<file path="src/hdl/hrp_pkg.sv">
`default_nettype none
// ----------------------------------------------------------------------------
// hrp_pkg: shared types and codes of the hex record parser
// Request payload types, status codes and parser phases.
// ----------------------------------------------------------------------------
package hrp_pkg;

  localparam int DEF_MAX_DATA_BYTES = 16;
  localparam int HEADER_BYTES       = 12;

  localparam logic [7:0] CH_COLON = 8'h3a;
  localparam logic [7:0] CH_HASH  = 8'h23;
  localparam logic [7:0] CH_LF    = 8'h0a;

  localparam logic [3:0] ST_BYTE      = 4'd0;
  localparam logic [3:0] ST_DONE      = 4'd1;
  localparam logic [3:0] ST_BAD_HEX   = 4'd2;
  localparam logic [3:0] ST_NO_COLON  = 4'd3;
  localparam logic [3:0] ST_AFTER_END = 4'd4;
  localparam logic [3:0] ST_LENGTH    = 4'd5;
  localparam logic [3:0] ST_TYPE      = 4'd6;
  localparam logic [3:0] ST_CHECKSUM  = 4'd7;
  localparam logic [3:0] ST_NO_END    = 4'd8;

  typedef enum logic [1:0] {
    PH_LINE_START,
    PH_SKIP,
    PH_DIGITS,
    PH_TAIL
  } phase_t;

  typedef struct packed {
    logic [7:0] char_in;
    logic       end_of_input;
  } char_req_t;

  typedef struct packed {
    logic [7:0] out_byte;
    logic [3:0] status;
    logic       last;
  } rec_req_t;

endpackage
`default_nettype wire

</file>
<file path="src/hdl/hrp_ram.sv">
`default_nettype none
// ----------------------------------------------------------------------------
// hrp_ram: generic single-write, single-read memory
// One write port, one read port with registered read data.
// ----------------------------------------------------------------------------
module hrp_ram #(
  parameter int WIDTH = 8,
  parameter int DEPTH = 16,
  parameter int AW    = (DEPTH > 1) ? $clog2(DEPTH) : 1
) (
  input  wire logic             clk,
  input  wire logic             wr_en,
  input  wire logic [AW-1:0]    wr_addr,
  input  wire logic [WIDTH-1:0] wr_data,
  input  wire logic [AW-1:0]    rd_addr,
  output logic      [WIDTH-1:0] rd_data
);

  logic [WIDTH-1:0] mem [DEPTH];

  always_ff @(posedge clk) begin
    if (wr_en) begin
      mem[wr_addr] <= wr_data;
    end
    rd_data <= mem[rd_addr];
  end

endmodule
`default_nettype wire

</file>
<file path="src/hdl/hex_record_parser.sv">
`default_nettype none
// ----------------------------------------------------------------------------
// hex_record_parser: hex record text to record blocks
// Parses text one character a request and emits a byte block per record.
// ----------------------------------------------------------------------------
// Usage:
//   char channel: one text character or an end-of-input mark per request.
//   rec channel: record blocks of 12 + MAX_DATA_BYTES bytes (length, offset,
//   type as little-endian words, then data padded with zeros), or one status
//   request with last set when an error or the end of input is reached.
//   Characters are taken one per cycle. A status is registered onto rec as
//   its character is taken. After the checksum character the block streams
//   its record one byte per cycle while rec is not stalled; the char
//   channel is held while that stream lasts, since the data bytes come
//   from the single read port of the data memory.
//   After a status the block takes and drops every character until reset.
//   Reset clears the parser to a line start and empties the rec register;
//   no memory clearing pass is needed. While rec is stalled the output register
//   holds its request and, until a status is given, the char channel is stalled as well.
// ----------------------------------------------------------------------------
module hex_record_parser #(
  parameter int MAX_DATA_BYTES = hrp_pkg::DEF_MAX_DATA_BYTES
) (
  input  wire logic              clk,
  input  wire logic              rst,
  input  wire logic              char_valid,
  output logic                   char_stall,
  input  wire hrp_pkg::char_req_t char_data,
  output logic                   rec_valid,
  input  wire logic              rec_stall,
  output hrp_pkg::rec_req_t      rec_data
);

  import hrp_pkg::*;

  localparam int BLOCK_BYTES = HEADER_BYTES + MAX_DATA_BYTES;
  localparam int AW = (MAX_DATA_BYTES > 1) ? $clog2(MAX_DATA_BYTES) : 1;
  localparam int KW = $clog2(BLOCK_BYTES);
  localparam int BW = $clog2(MAX_DATA_BYTES + 6);
  localparam int CW = ((BW > 8) ? BW : 8) + 1;
  localparam int EW = ((KW > 8) ? KW : 8) + 1;
  localparam logic [7:0]    LEN_MAX  = 8'(MAX_DATA_BYTES);
  localparam logic [KW-1:0] K_LAST   = KW'(BLOCK_BYTES - 1);
  localparam logic [KW-1:0] K_HEADER = KW'(HEADER_BYTES);

  function automatic logic [4:0] hex_dec(input logic [7:0] c);
    logic [4:0] r;
    r = 5'd0;
    if (c >= 8'h30 && c <= 8'h39) begin
      r = {1'b1, 4'(c - 8'h30)};
    end else if (c >= 8'h61 && c <= 8'h66) begin
      r = {1'b1, 4'(c - 8'h57)};
    end else if (c >= 8'h41 && c <= 8'h46) begin
      r = {1'b1, 4'(c - 8'h37)};
    end
    return r;
  endfunction

  phase_t          phase, phase_next;
  logic            halted;
  logic            eof_rec_seen;
  logic            emitting;
  logic [KW-1:0]   k;
  logic            nib;
  logic [3:0]      high_nibble;
  logic [BW-1:0]   byte_idx;
  logic [7:0]      byte_sum;
  logic [7:0]      record_length;
  logic [15:0]     record_offset;
  logic            record_type;

  logic            acc;
  logic            slot_free;
  logic [7:0]      c;
  logic            eoi;
  logic [4:0]      hv;
  logic [7:0]      byte_val;
  logic [7:0]      sum_next;
  logic [CW-1:0]   idx_ext;
  logic            in_data_bytes;
  logic            give_st;
  logic [3:0]      st_code;
  logic            start_emit;
  logic            wr_en;
  logic            emit_load;
  logic [7:0]      emit_byte;
  logic [7:0]      rd_data;
  logic [KW-1:0]   rd_k;
  logic [KW-1:0]   rd_off;
  logic [EW-1:0]   k_ext;
  logic [AW-1:0]   wr_addr;
  logic [CW-1:0]   data_off;

  assign c         = char_data.char_in;
  assign eoi       = char_data.end_of_input;
  assign slot_free = !rec_valid || !rec_stall;
  assign char_stall = !halted && (emitting || !slot_free);
  assign acc       = char_valid && !char_stall;
  assign emit_load = emitting && slot_free;

  assign hv       = hex_dec(c);
  assign byte_val = {high_nibble, hv[3:0]};
  assign sum_next = byte_sum + byte_val;
  assign idx_ext  = CW'(byte_idx);
  assign data_off = idx_ext - CW'(4);
  assign in_data_bytes = (idx_ext >= CW'(4)) && (data_off < CW'(record_length));
  assign wr_addr  = data_off[AW-1:0];

  assign rd_k   = emit_load ? (k + KW'(1)) : k;
  assign rd_off = rd_k - K_HEADER;
  assign k_ext  = EW'(k);

  hrp_ram #(
    .WIDTH (8),
    .DEPTH (MAX_DATA_BYTES),
    .AW    (AW)
  ) u_data (
    .clk     (clk),
    .wr_en   (wr_en),
    .wr_addr (wr_addr),
    .wr_data (byte_val),
    .rd_addr (rd_off[AW-1:0]),
    .rd_data (rd_data)
  );

  always_comb begin
    give_st    = 1'b0;
    st_code    = ST_BYTE;
    start_emit = 1'b0;
    wr_en      = 1'b0;
    if (acc && !halted) begin
      if (eoi) begin
        give_st = 1'b1;
        if (phase == PH_DIGITS) begin
          st_code = ST_BAD_HEX;
        end else begin
          st_code = eof_rec_seen ? ST_DONE : ST_NO_END;
        end
      end else begin
        unique case (phase)
          PH_LINE_START: begin
            if (c != CH_HASH && c != CH_LF) begin
              if (c != CH_COLON) begin
                give_st = 1'b1;
                st_code = ST_NO_COLON;
              end else if (eof_rec_seen) begin
                give_st = 1'b1;
                st_code = ST_AFTER_END;
              end
            end
          end
          PH_SKIP, PH_TAIL: begin
          end
          PH_DIGITS: begin
            if (!hv[4]) begin
              give_st = 1'b1;
              st_code = ST_BAD_HEX;
            end else if (nib) begin
              if (byte_idx == BW'(3)) begin
                if (record_length > LEN_MAX) begin
                  give_st = 1'b1;
                  st_code = ST_LENGTH;
                end else if (byte_val > 8'd1) begin
                  give_st = 1'b1;
                  st_code = ST_TYPE;
                end
              end else if (idx_ext >= CW'(4)) begin
                if (in_data_bytes) begin
                  wr_en = 1'b1;
                end else if (sum_next != 8'd0) begin
                  give_st = 1'b1;
                  st_code = ST_CHECKSUM;
                end else begin
                  start_emit = 1'b1;
                end
              end
            end
          end
          default: begin
          end
        endcase
      end
    end
  end

  always_comb begin
    phase_next = phase;
    if (acc && !halted && !eoi) begin
      unique case (phase)
        PH_LINE_START: begin
          if (c == CH_HASH) begin
            phase_next = PH_SKIP;
          end else if (c == CH_COLON && !eof_rec_seen) begin
            phase_next = PH_DIGITS;
          end
        end
        PH_SKIP, PH_TAIL: begin
          if (c == CH_LF) begin
            phase_next = PH_LINE_START;
          end
        end
        PH_DIGITS: begin
          if (start_emit) begin
            phase_next = PH_TAIL;
          end
        end
        default: begin
          phase_next = PH_LINE_START;
        end
      endcase
    end
  end

  always_comb begin
    emit_byte = 8'd0;
    if (k == KW'(0)) begin
      emit_byte = record_length;
    end else if (k == KW'(4)) begin
      emit_byte = record_offset[7:0];
    end else if (k == KW'(5)) begin
      emit_byte = record_offset[15:8];
    end else if (k == KW'(8)) begin
      emit_byte = {7'd0, record_type};
    end else if (k_ext >= EW'(HEADER_BYTES)
                 && (k_ext - EW'(HEADER_BYTES)) < EW'(record_length)) begin
      emit_byte = rd_data;
    end
  end

  always_ff @(posedge clk) begin
    if (rst) begin
      phase        <= PH_LINE_START;
      halted       <= 1'b0;
      eof_rec_seen <= 1'b0;
      emitting     <= 1'b0;
      rec_valid    <= 1'b0;
      k            <= '0;
    end else begin
      phase <= phase_next;
      if (give_st) begin
        halted <= 1'b1;
      end
      if (start_emit) begin
        emitting     <= 1'b1;
        k            <= '0;
        eof_rec_seen <= record_type;
      end else if (emit_load) begin
        k <= k + KW'(1);
        if (k == K_LAST) begin
          emitting <= 1'b0;
        end
      end
      if (emit_load || give_st) begin
        rec_valid <= 1'b1;
      end else if (!rec_stall) begin
        rec_valid <= 1'b0;
      end
    end
  end

  always_ff @(posedge clk) begin
    if (emit_load) begin
      rec_data <= '{out_byte: emit_byte, status: ST_BYTE, last: (k == K_LAST)};
    end else if (give_st) begin
      rec_data <= '{out_byte: 8'd0, status: st_code, last: 1'b1};
    end
  end

  always_ff @(posedge clk) begin
    if (acc && !halted && !eoi) begin
      if (phase == PH_LINE_START && c == CH_COLON) begin
        nib      <= 1'b0;
        byte_idx <= '0;
        byte_sum <= 8'd0;
      end else if (phase == PH_DIGITS && hv[4]) begin
        if (!nib) begin
          high_nibble <= hv[3:0];
          nib         <= 1'b1;
        end else begin
          nib      <= 1'b0;
          byte_idx <= byte_idx + BW'(1);
          byte_sum <= sum_next;
          if (byte_idx == BW'(0)) begin
            record_length <= byte_val;
          end else if (byte_idx == BW'(1)) begin
            record_offset[15:8] <= byte_val;
          end else if (byte_idx == BW'(2)) begin
            record_offset[7:0] <= byte_val;
          end else if (byte_idx == BW'(3)) begin
            record_type <= byte_val[0];
          end
        end
      end
    end
  end

endmodule
`default_nettype wire

</file>
<file path="config.mk">
export PLATFORM = sky130hd
export DESIGN_NAME = hex_record_parser
export DESIGN_NICKNAME = d
export VERILOG_FILES = /design/src/hdl/hrp_pkg.sv /design/src/hdl/hrp_ram.sv /design/src/hdl/hex_record_parser.sv
export SDC_FILE = /design/constraint.sdc
export NUM_CORES = 1
export LEC_CHECK = 0
export BUFFER_PORTS_ARGS = -buffer_cell sky130_fd_sc_hd__buf_2
export CORE_ASPECT_RATIO = 0.9
export CORE_MARGIN = 2
export CORE_UTILIZATION = 60
export DETAILED_ROUTE_END_ITERATION = 6
export GPL_TIMING_DRIVEN = 0
export PLACE_DENSITY_LB_ADDON = 0.15
export SYNTH_ARGS = -nofsm -noshare
export SYNTH_HDL_FRONTEND = slang
export SYNTH_SLANG_ARGS = --single-unit
</file>
<file path="constraint.sdc">
create_clock -name clk -period 8.2 [get_ports clk]
set_clock_uncertainty 0.1 [all_clocks]
set_input_delay 0.82 -clock clk [delete_from_list [all_inputs] [get_ports clk]]
set_output_delay 0.82 -clock clk [all_outputs]
set_load 0.005 [all_outputs]
</file>
==> flow_metrics.py <==
metrics = {
    "final_layout": {
        "area_growth_pct": 11.27,
        "nNetsFinal": 748,
        "final_common_cell": "edfxtp_1",
        "layout_common_cells": "edfxtp_1 (180), nand2_1 (51), nor2_1 (46)",
        "drive_gt1_share_pct": 16.57,
        "diodes": 0,
    },
    "power": {
        "power_per_cell_area_nw_per_um2": 198.8,
        "leakagePower_uw": 0.003893,
        "sw_frac_of_total_pct": 19.48,
        "p_comb_share_pct": 2.1,
        "clkPwrFrac_pct": 43.7,
        "p_int_uw": 1669,
        "p_sw_uw": 403.7,
        "power_frac_seq_pct": 54.2,
        "vdd_ir_drop_max_mv": 0.1952,
    },
    "placement": {
        "dp_hpwl_mm": 13.46,
        "gp_congestion": 0.8744,
        "io_buffers": 26,
    },
    "grt": {
        "overflow": 0,
        "grt_max_degree": 24,
        "antenna_found_initial": 0,
        "grt.total_usage_pct": 24.94,
        "grt_pass1_wl_mm": 30.62,
        "grt_pass1_vias": 5478,
    },
    "clock_tree": {
        "cts_tree": "built",
        "cts.sinks": 203,
        "numCtsBuffers": 21,
        "holdBufCountCts": 0,
        "clockBufferDepth": 3,
        "cts-root-buf": "clkbuf_16",
        "cts-resized-gates": 0,
        "clk_pin_slew_ns": 0.06,
        "worstSkewPairLatency_ns": 0.49,
        "cts.htree.levels": 1,
        "cts_setup_buffers": 0,
    },
    "routing": {
        "wirelength_mm": 19.82,
        "drt_iter0_drc": 468,
        "antenna_left": 0,
        "via_per_inst": 6.192,
        "drtPass1Iterations": 4,
        "drc": 0,
        "dr_total_vias": 5622,
        "wire_per_inst_um": 21.83,
    },
    "floorplanning": {
        "start_util_pct": 61.10,
        "core-area_sq_um": 15330,
        "die_w_um": 135.7,
        "ioPinCount": 28,
        "rows": 43,
        "chipHeight_um": 122.5,
        "die_area_sq_um": 16630,
    },
    "critical_path": {
        "worstSetupPathType": "in2reg",
        "crit_path_start_kind": "input port",
        "cp_max_fo": 23,
        "reg2reg_depth": 9,
        "cp.required_ns": 8.25,
        "cp_data_arrival_time_ns": 5.20,
        "cp-end-kind": "flop",
    },
    "min_path": {
        "whs_path_depth": 2,
        "hp-class": "reg2reg",
    },
    "timing": {
        "hold_viol": 0,
        "max_slew_margin_pct": 11.44,
        "period_share_pct": 62.75,
        "maxSlewViolCount": 0,
        "worst-slew-pin-transition_ns": 1.318,
        "setup_viol": 0,
        "grt_setup_unrepaired": "no",
        "max_freq_mhz": 194.4,
        "period_needed_ns": 5.145,
        "hold_ws_ns": 0.3617,
        "fin_setup_tns_ns": 0,
    },
    "status": {
        "status": "finished clean",
    },
    "synthesis": {
        "netlist_instances": 642,
        "yosysUniqueCellTypes": 76,
        "synth_edf_count": 180,
        "async_flop_share_pct": 0,
        "ys_seq_area_share_pct": 62.61,
        "syn-mean-instance-area_sq_um": 14.59,
        "ys.flop_type": "edfxtp_1",
        "syn_area_sq_um": 9369,
        "yosysWarnings": 0,
        "synthesis.nets": 697,
        "synth-seq-cells": 203,
    },
    "job": {
        "maxCapViolCount": 0,
    },
}
-- worst max-delay path: stages --
cell and delay [ns]:
buf_2 0.14, inv_1 0.07, ha_1 0.21, or3b_4 0.39
nand3_1 0.09, nand3_1 0.75, ha_1 0.70, nor2b_1 0.18
o211a_1 0.22, a211oi_1 0.47, nand3_1 0.17, o311ai_2 0.39
o21a_1 0.21, buf_6 0.13, nand2_1 0.24
-- logic make-up after synthesis --
kind of cell,after synthesis,share of synthesized area [%]
adder cells (fa/ha/maj),42,5.689
XOR/XNOR,12,1.322
buffers and inverters,53,2.417
AND/OR/NAND/NOR,199,11.28
AO/OA/AOI/OAI,91,6.651
flip-flops,203,62.61
multiplexers,42,10.03
-- registers in the layout (all words and copies together) (netlist names), 4 cells and up --
register        cells
u_data.mem        128
k                   5
byte_sum            8
high_nibble         4
rec_data           13
record_offset      16
byte_idx            5
record_length       8
u_data.rd_data      8
-- layer usage --
metal  wire [um]  global-route usage (%)
met1        8445                   36.31
met2        9388                   39.68
met3        1588                   4.791
met4         401                   5.924
met5           0                       0
-- cell usage after synthesis, types with 5 or more instances --
| master | n | share of area, % |
|---|---|---|
| edfxtp_1 | 180 | 58 |
| nand2_1 | 51 | 2.0 |
| nor2_1 | 46 | 1.8 |
| ha_1 | 41 | 5.5 |
| inv_1 | 37 | 1.5 |
| mux4_2 | 35 | 8.4 |
| a21oi_1 | 34 | 1.8 |
| and2_1 | 23 | 1.5 |
| dfxtp_1 | 23 | 4.9 |
| nand3_1 | 15 | 0.80 |
| o21ai_0 | 14 | 0.75 |
| nor2b_1 | 10 | 0.67 |
| nor3_1 | 10 | 0.53 |
| clkbuf_1 | 9 | 0.36 |
| xnor2_1 | 7 | 0.65 |
| mux4_1 | 5 | 1.4 |
-- power groups by stage --
stage	Sequential (uW)	Combinational (uW)	Clock (uW)
final	1120	43.4	906
after global routing	1120	48.3	956
after CTS	1120	43.4	921
after detailed placement	1140	43.2	0
after global placement	1140	41.6	0
after floorplan	1150	23.5	0
-- area by class of cell --
type / count / area [sq um]
plain buffers: 16 / 87.58
clock buffers: 22 / 529.3
clock inverters: 14 / 122.6
fillers: 1067 / 4908
inverters: 37 / 138.9
multi-input cells: 386 / 3283
flip-flops and latches: 203 / 5866
well taps: 202 / 252.7
repair buffers: 28 / 145.1
-- path summary, 6_finish.rpt --
kind	endpoint	startpoint	slack, ns
max	rec_data[6]	char_data[2]	3.05
min	rec_data[1]	rec_data[1]	0.36
max reg2reg	rec_data[6]	high_nibble[1]	4.33
min reg2reg	rec_data[1]	rec_data[1]	0.36
-- per-stage QoR --
stage               std cells  setup slack, ns  instance area (sq um)  total power [uW]  util, %
floorplan                 642            3.664                   9369              1169        -
global placement          870            2.678                   9752              1186    63.60
detailed placement        872            2.527                   9773              1188    63.74
CTS                       908            3.025                  10430              2087    67.99
global route              908            2.667                  10430              2128    67.99
finish                    908            3.055                  10430              2072    67.99
Note: power is estimated with default switching activity, not from simulation.
